`src/design/arc_page_replacement_defines.svh`:
```
// Assertion macros for the ARC page replacement block.
// Used by the top level; expects clk_i and rst_ni in scope.
`ifndef ARC_PAGE_REPLACEMENT_DEFINES_SVH
`define ARC_PAGE_REPLACEMENT_DEFINES_SVH

// Condition holds at every clock edge out of reset.
`define ARC_ASSERT_ALWAYS(lbl, cond) \
  lbl: assert property (@(posedge clk_i) disable iff (!rst_ni) (cond)) \
    else $error("arc assertion failed");

// Trigger at one edge implies consequence at the next edge.
`define ARC_ASSERT_NEXT(lbl, trig, cons) \
  lbl: assert property (@(posedge clk_i) disable iff (!rst_ni) (trig) |=> (cons)) \
    else $error("arc assertion failed");

`endif

```
`src/design/arcpr_pkg.sv`:
```
// Shared types and constants for the ARC page replacement block.
// No dependencies; used by the controller, datapath and top level.
`timescale 1ns / 1ps

package arcpr_pkg;

  localparam int unsigned DirDepth = 128;
  localparam int unsigned MaxCap   = 64;
  localparam int unsigned IdxW     = 7;
  localparam int unsigned TagW     = 48;
  localparam int unsigned RecW     = 7;
  localparam int unsigned SizeW    = 8;
  localparam int unsigned CapW     = 7;
  localparam int unsigned TotW     = 10;

  typedef enum logic [2:0] {
    LIST_NONE = 3'd0,
    LIST_T1   = 3'd1,
    LIST_T2   = 3'd2,
    LIST_B1   = 3'd3,
    LIST_B2   = 3'd4
  } list_e;

  // where the cell select index comes from
  typedef enum logic [1:0] {
    SRC_HIT   = 2'd0,
    SRC_VIC   = 2'd1,
    SRC_GHOST = 2'd2,
    SRC_SLOT  = 2'd3
  } idx_src_e;

  // which list a push targets
  typedef enum logic [1:0] {
    PUSH_T1    = 2'd0,
    PUSH_T2    = 2'd1,
    PUSH_GHOST = 2'd2
  } push_src_e;

  typedef struct packed {
    logic      accept;
    logic      scan;
    logic      div_start;
    logic      div_step;
    logic      adapt;
    logic      choose;
    logic      trim;
    logic      pick;
    logic      sel;
    idx_src_e  src;
    logic      unlink;
    logic      push;
    push_src_e push_src;
    logic      tag_wr;
    logic      out_load;
  } cmd_t;

  typedef struct packed {
    logic              scan_done;
    list_e             hit_list;
    logic              div_done;
    logic              ev_ok;
    logic              need_evict;
    logic              trim_cond;
    logic              need_drop;
    logic              out_busy;
    logic [TotW-1:0]   total;
    logic [CapW-1:0]   target;
  } stat_t;

endpackage

```
`src/design/arcpr_ctrl.sv`:
```
// Controller state machine of the ARC page replacement block.
// Sequences datapath commands per access word; uses arcpr_pkg.
`timescale 1ns / 1ps

module arcpr_ctrl (
  input  logic             clk_i,
  input  logic             rst_ni,
  input  logic             in_valid_i,
  output logic             in_ready_o,
  input  arcpr_pkg::stat_t stat_i,
  output arcpr_pkg::cmd_t  cmd_o
);

  localparam logic [4:0] S_IDLE   = 5'd0;
  localparam logic [4:0] S_SCAN   = 5'd1;
  localparam logic [4:0] S_DECIDE = 5'd2;
  localparam logic [4:0] S_DIVW   = 5'd3;
  localparam logic [4:0] S_ADAPT  = 5'd4;
  localparam logic [4:0] S_CHOOSE = 5'd5;
  localparam logic [4:0] S_VSEL   = 5'd6;
  localparam logic [4:0] S_VUNL   = 5'd7;
  localparam logic [4:0] S_VPUSH  = 5'd8;
  localparam logic [4:0] S_TRIM   = 5'd9;
  localparam logic [4:0] S_GSEL   = 5'd10;
  localparam logic [4:0] S_GUNL   = 5'd11;
  localparam logic [4:0] S_FREE   = 5'd12;
  localparam logic [4:0] S_SSEL   = 5'd13;
  localparam logic [4:0] S_SUNL   = 5'd14;
  localparam logic [4:0] S_SSEL2  = 5'd15;
  localparam logic [4:0] S_SPUSH  = 5'd16;
  localparam logic [4:0] S_HSEL   = 5'd17;
  localparam logic [4:0] S_HUNL   = 5'd18;
  localparam logic [4:0] S_HPUSH  = 5'd19;
  localparam logic [4:0] S_OUT    = 5'd20;

  logic [4:0] state_q, state_d;
  logic       is_ghost;

  assign is_ghost = (stat_i.hit_list == arcpr_pkg::LIST_B1) ||
                    (stat_i.hit_list == arcpr_pkg::LIST_B2);
  assign in_ready_o = (state_q == S_IDLE);

  always_comb begin
    cmd_o   = '0;
    state_d = state_q;
    case (state_q)
      S_IDLE: begin
        if (in_valid_i) begin
          cmd_o.accept = 1'b1;
          state_d      = S_SCAN;
        end
      end
      S_SCAN: begin
        cmd_o.scan = 1'b1;
        if (stat_i.scan_done) state_d = S_DECIDE;
      end
      S_DECIDE: begin
        case (stat_i.hit_list)
          arcpr_pkg::LIST_T1, arcpr_pkg::LIST_T2: state_d = S_HSEL;
          arcpr_pkg::LIST_B1, arcpr_pkg::LIST_B2: begin
            cmd_o.div_start = 1'b1;
            state_d         = S_DIVW;
          end
          default: state_d = stat_i.need_evict ? S_CHOOSE : S_FREE;
        endcase
      end
      S_DIVW: begin
        if (stat_i.div_done) begin
          state_d = S_ADAPT;
        end else begin
          cmd_o.div_step = 1'b1;
        end
      end
      S_ADAPT: begin
        cmd_o.adapt = 1'b1;
        state_d     = S_CHOOSE;
      end
      S_CHOOSE: begin
        cmd_o.choose = 1'b1;
        if (stat_i.ev_ok) begin
          state_d = S_VSEL;
        end else begin
          state_d = is_ghost ? S_HSEL : S_FREE;
        end
      end
      S_VSEL: begin
        cmd_o.sel = 1'b1;
        cmd_o.src = arcpr_pkg::SRC_VIC;
        state_d   = S_VUNL;
      end
      S_VUNL: begin
        cmd_o.unlink = 1'b1;
        state_d      = S_VPUSH;
      end
      S_VPUSH: begin
        cmd_o.push     = 1'b1;
        cmd_o.push_src = arcpr_pkg::PUSH_GHOST;
        state_d        = is_ghost ? S_HSEL : S_TRIM;
      end
      S_TRIM: begin
        cmd_o.trim = 1'b1;
        state_d    = stat_i.trim_cond ? S_GSEL : S_FREE;
      end
      S_GSEL: begin
        cmd_o.sel = 1'b1;
        cmd_o.src = arcpr_pkg::SRC_GHOST;
        state_d   = S_GUNL;
      end
      S_GUNL: begin
        cmd_o.unlink = 1'b1;
        state_d      = S_FREE;
      end
      S_FREE: begin
        cmd_o.pick = 1'b1;
        state_d    = stat_i.need_drop ? S_SSEL : S_SSEL2;
      end
      S_SSEL: begin
        cmd_o.sel = 1'b1;
        cmd_o.src = arcpr_pkg::SRC_SLOT;
        state_d   = S_SUNL;
      end
      S_SUNL: begin
        cmd_o.unlink = 1'b1;
        state_d      = S_SSEL2;
      end
      S_SSEL2: begin
        cmd_o.sel = 1'b1;
        cmd_o.src = arcpr_pkg::SRC_SLOT;
        state_d   = S_SPUSH;
      end
      S_SPUSH: begin
        cmd_o.push     = 1'b1;
        cmd_o.push_src = arcpr_pkg::PUSH_T1;
        cmd_o.tag_wr   = 1'b1;
        state_d        = S_OUT;
      end
      S_HSEL: begin
        cmd_o.sel = 1'b1;
        cmd_o.src = arcpr_pkg::SRC_HIT;
        state_d   = S_HUNL;
      end
      S_HUNL: begin
        cmd_o.unlink = 1'b1;
        state_d      = S_HPUSH;
      end
      S_HPUSH: begin
        cmd_o.push     = 1'b1;
        cmd_o.push_src = arcpr_pkg::PUSH_T2;
        state_d        = S_OUT;
      end
      S_OUT: begin
        // wait until the result register is free
        if (!stat_i.out_busy) begin
          cmd_o.out_load = 1'b1;
          state_d        = S_IDLE;
        end
      end
      default: state_d = S_IDLE;
    endcase
  end

  always_ff @(posedge clk_i or negedge rst_ni) begin
    if (!rst_ni) begin
      state_q <= S_IDLE;
    end else begin
      state_q <= state_d;
    end
  end

endmodule
```
`config.mk`:
```
export PLATFORM = sky130hd
export DESIGN_NAME = arcpr_ctrl
export DESIGN_NICKNAME = d
export VERILOG_FILES = /design/src/design/arc_page_replacement_defines.svh /design/src/design/arcpr_pkg.sv /design/src/design/arcpr_ctrl.sv
export SDC_FILE = /design/constraint.sdc
export NUM_CORES = 1
export LEC_CHECK = 0
export BUFFER_PORTS_ARGS = -buffer_cell sky130_fd_sc_hd__buf_2
export CORE_MARGIN = 4
export CORE_UTILIZATION = 43
export DETAILED_ROUTE_END_ITERATION = 6
export GPL_TIMING_DRIVEN = 0
export PLACE_DENSITY = 0.79
export REMOVE_ABC_BUFFERS = 1
export SETUP_SLACK_MARGIN = 0.15
export SYNTH_ARGS = -nofsm -noshare
export SYNTH_HDL_FRONTEND = slang
export SYNTH_SLANG_ARGS = --single-unit
```
`constraint.sdc`:
```
create_clock -name clk_i -period 2.2 [get_ports clk_i]
set_clock_uncertainty 0.2 [all_clocks]
set_input_delay 0 -clock clk_i [delete_from_list [all_inputs] [get_ports clk_i]]
set_output_delay 0 -clock clk_i [all_outputs]
set_load 0.01 [all_outputs]
```
=== Word-level counts from Yosys, hierarchy flattened ===
Index checks and enable logic that the tools add are counted.

* Input port bits: 30
* Register bits: 5

* Eq/ne operators: 28
* Muxes and demuxes: 29
* Reductions and logical operators: 8

{| class="wikitable"
|+ Operators with widths
! operator !! number
|-
| case mux 5 bit (20 select lines) || 1
|-
| equality test 5 x 4 -> 1 bit (second input constant) || 8
|-
| 2-to-1 mux 5 bit || 7
|-
| equality test 5 bit (second input constant) || 5
|-
| equality test 5 x 3 -> 1 bit (second input constant) || 4
|-
| 2-to-1 mux 1 bit || 15
|-
| case mux 3 bit (4 select lines) || 1
|-
| equality test 5 x 2 -> 1 bit (second input constant) || 2
|-
| case mux 5 bit (2 select lines) || 1
|-
| case mux 3 bit (3 select lines) || 1
|-
| inequality test 2 bit (second input constant) || 4
|-
| OR reduction 2 bit || 4
|-
| equality test 3 x 2 -> 1 bit (second input constant) || 2
|-
| equality test 5 x 1 -> 1 bit (second input constant) || 1
|-
| logical NOT 5 bit || 1
|-
| 2-to-1 mux 4 bit || 1
|-
| AND reduction 4 bit || 1
|-
| OR reduction 4 bit || 1
|-
| equality test 3 x 1 -> 1 bit (second input constant) || 1
|-
| equality test 3 bit (second input constant) || 1
|-
| 2-to-1 mux 3 bit || 1
|-
| 2-to-1 mux 2 bit || 1
|-
| logical OR 1 bit || 1
|}

=== Logic depth before layout (Yosys ltp) ===
* Depth in word-level cells: 5
* Depth in mapped cells: 6
* Mapped depth without buffers: 5

=== Worst setup path before layout ===
OpenSTA, ideal clock, no wires.

* Path kind: register to register
* From: reg state_q[1]
* To: reg state_q[2]
* Data arrival time: 1.386 ns
* Buffers on the path: 1
* Data required time: 1.920 ns
* Cell stages (with the launch flop): 7
* Slack: 0.533 ns
* Setup time: 0.080 ns
* Path through: dfrtp_1 -> nand2b_1 -> buf_6 -> nor3_2 -> inv_1 -> a221o_1 -> o211ai_2

* Longest elaborated chain between the ends: 3

{| class="wikitable"
|+ Ends and longest elaborated chain
! element !! line !! RTL
|-
| from (decl) || arcpr_ctrl.sv:36 || <nowiki>logic [4:0] state_q, state_d;</nowiki>
|-
| from (signal assigned) || arcpr_ctrl.sv:166 || <nowiki>state_q <= state_d;</nowiki>
|-
| equality test 5 bit, or another cell as far along || arcpr_ctrl.sv:46 || <nowiki>case (state_q)</nowiki>
|-
| OR reduction 2 bit (no line) or inequality test 2 bit (tied branches) || n/a ||
|-
| case mux 5 bit (20 select lines) or AND reduction 4 bit (tied branches) || n/a ||
|}

Parallel ways exist; a longest one is shown, timed or not.
A chain may end at the register's enable or synchronous reset.

=== Worst setup path in the final report ===
* From: reg state_q[2]
* To: reg state_q[4]

The elaborated chain is that of the path after synthesis.

==> flow_summary_export.csv <==
group,metric,value,unit
pwr,total_power,1.43,mW
sta,drv_slew,0,
worst_setup_path,end_kind,"register",
drt,drt_iter0_drc,40,
sta,setup_slack,291,ps
cells_and_area,layout.nets,188,
cells_and_area,reg_top3,"state_q (5)",
cts,clockBufferDepth,2,
floorplanning,core,1780,um2
cells_and_area,fillers,177,
cts,cts_buffers,3,
drt,routed_via_density,5.61,
place,place_area,948,um2
sta,tightest_slew,457,ps
grt,antenna_found_initial,0,
job,max_cap_violations,0,
drt,wl_per_cell,13.1,um
synth,synth.largest_area_cell,"dfrtp_1",
synth,yosys_warnings,0,
synth,synth_area_per_cell,6.60,um2
worst_setup_path,worstSetupStartpointType,"register",
sta,period_minus_slack,1910,ps
sta,max_freq,524,MHz
worst_setup_path,critPathMaxStageDelay,570,ps
floorplanning,placementRows,15,
cts,cts.sinks,5,
worst_setup_path,cp_max_fo,29,
synth,synthCells,126,
sta,tns,0,ps
worst_hold_path,hp-class,"in2reg",
sta,finalSetupViolations,0,
worst_setup_path,path_class,"reg2reg",
pwr,vdd_ir_drop_max,0.000514,V
cells_and_area,largest_register_ffs,5,
drt,drt_first_pass_iters,4,
synth,synth_edf_count,0,
synth,syn_area,832,um2
synth,synth_seq_area_share,15.0,%
cells_and_area,final_cells,182,
place,dp_hpwl,1590,um
place,dp_cells,170,
synth,async_reset_ff_share,100,%
sta,rsz0062_at_grt,"yes",
floorplanning,dieArea,2700,um2
place,place.gp.congestion,0.838,
worst_setup_path,path_delay_family,"compound AO/OA/AOI/OAI gates",
worst_setup_path,crit_chain,"nor4bb_1, o21ai_0, mux2i_1, a21oi_1, o221ai_1",
cts,clk_latency,230,ps
worst_setup_path,slowest_stage,"dfrtp_2",
synth,ys_top_cells_by_area,"dfrtp_1 15%, nor2_1 9.9%, a21oi_1 7.2%",
grt,grt_usage,18.1,%
synth,synth_ff_type,"dfrtp_1",
floorplanning,start_util,46.7,%
grt,overflow,0,
drt,routed_wl,2380,um
floorplanning,die_w,52.0,um
synth,yosys.area.top_type_share,15.0,%
cts,cts.clk_slew.worst_paths,40,ps
sta,relSlewSlack,69.5,%
synth,synth_cell_types,39,
sta,fin_crit_sh,86.8,%
sta,hold_violations,0,
synth,synth.ff_latch_count,5,
cts,h-tree-depth,1,
cts,cts_root_buf,"clkbuf_4",
worst_setup_path,crit_arrival,1800,ps
grt,grt_max_degree,30,
place,preCtsSetupSlack,-60.1,ps
cells_and_area,largest_register,"state_q",
cells_and_area,syn2layout_area_growth,28.4,%
floorplanning,num_io_pins,48,
cells_and_area,antenna_cells,0,
floorplanning,die_h,52.0,um
place,port_buffers,30,
pwr,p_leak,0.469,nW
cts,cts_tree,"yes",
grt,first_global_vias,863,
grt,grt_pass1_wl,3780,um
status,status,"complete, no violations",
drt,route.vias.total,1021,
drt,antenna_left,0,
worst_setup_path,worstPathRequired,2090,ps
pwr,pwr_density_cell,1340,nW/um2
cells_and_area,fin_area,1070,um2
cells_and_area,drive_above_1_share,27.4,%
worst_setup_path,cp_num_buf_inv,0,
drt,drc,0,
==> power breakdown <==
part	internal (mW)	switching (mW)
Combinational	0.427	0.483
Sequential	0.151	0.268
Clock	0.0683	0.0329
==> final timing paths <==
path / from / to / slack [ps] / depth (start not counted)
min in group asynchronous: rst_ni / state_q[0] / 470 / 3
max: state_q[2] / state_q[4] / 290 / 5
min reg2reg: state_q[1] / state_q[0] / 630 / 3
min: stat_i[26] / state_q[0] / 5 / 4
max in group asynchronous: rst_ni / state_q[0] / 1130 / 3
max reg2reg: state_q[2] / state_q[4] / 290 / 5
==> cell usage after synthesis (all sizes together) (2+ instances only) <==
cell	number
nor3	9
a2bb2oi	3
o311ai	2
nor2b	3
nand4	2
nor3b	3
nand2	12
nand3	2
o21ai	6
mux2i	2
buf	9
nor2	22
and3	2
clkbuf	2
a21oi	12
inv	5
nand2b	5
dfrtp	5
or3	2
o22ai	2
==> worst register-to-register path, delay by kind of cell (launching register included) <==
kind / cells / cell delay [ps]
AO/OA/AOI/OAI: 3 / 660
flip-flops: 1 / 570
multiplexers: 1 / 150
AND/OR/NAND/NOR: 1 / 200
==> cell usage in the layout, fill, tap and decap left out, types with 2 or more instances in the layout <==
master,instances
clkbuf_4,3
nor3b_1,3
o21ai_0,6
nand3_1,2
nor2_1,21
nor2b_1,3
mux2i_1,2
dlygate4sd3_1,8
dfrtp_2,4
nand2_1,12
inv_1,5
a2bb2oi_1,3
or3_1,2
nor3_1,8
buf_2,30
a21oi_1,12
nand4_1,2
and3_1,2
nand2b_1,4
o22ai_1,2
==> final cells by class <==
type,instances,area (um2),share of cell area [%]
multi-input cells,105,628,58.8
repair buffers,38,230,21.5
flip-flops and latches,5,134,12.5
well taps,25,31.3,2.93
clock buffers,4,26.3,2.46
inverters,5,18.8,1.76
==> cell families (layout without fill, tap and decap cells) <==
logic type                after synthesis  after routing  share of synthesized area [%]
buffers and inverters                  16             47                           10.1
DFF                                     5              5                           15.0
and+or+nand+nor                        64             64                           37.7
xor gates and xnor gates                2              2                           2.11
AOI/OAI and AO/OA                      37             37                           32.6
muxes                                   2              2                           2.41
==> layer usage <==
layer	part of all wire, %	up-vias	GRT usage, %
met5	0	-	0
met4	1.5	0	7.42
met3	5.1	4	1.72
met2	50	38	30.5
met1	43	459	23.2
li1	-	520	-
==> metrics by stage <==
| step | utilization [%] | hold WS, ps |
|---|---|---|
| after floorplan | - | -496 |
| after global placement | 53.2 | -388 |
| after detailed placement | 53.2 | -386 |
| after CTS | 59.4 | 2.74 |
| after global routing | 59.9 | 45.9 |
| final | 59.9 | 4.84 |
==> timing repair <==
action,CTS,global route
buffers inserted,0,0
hold endpoints to repair,9,0
setup endpoints to repair,9,9
hold buffers,8,0
gates resized for setup,3,5
pin swaps,0,0
Power figures use the tool's default switching activity.
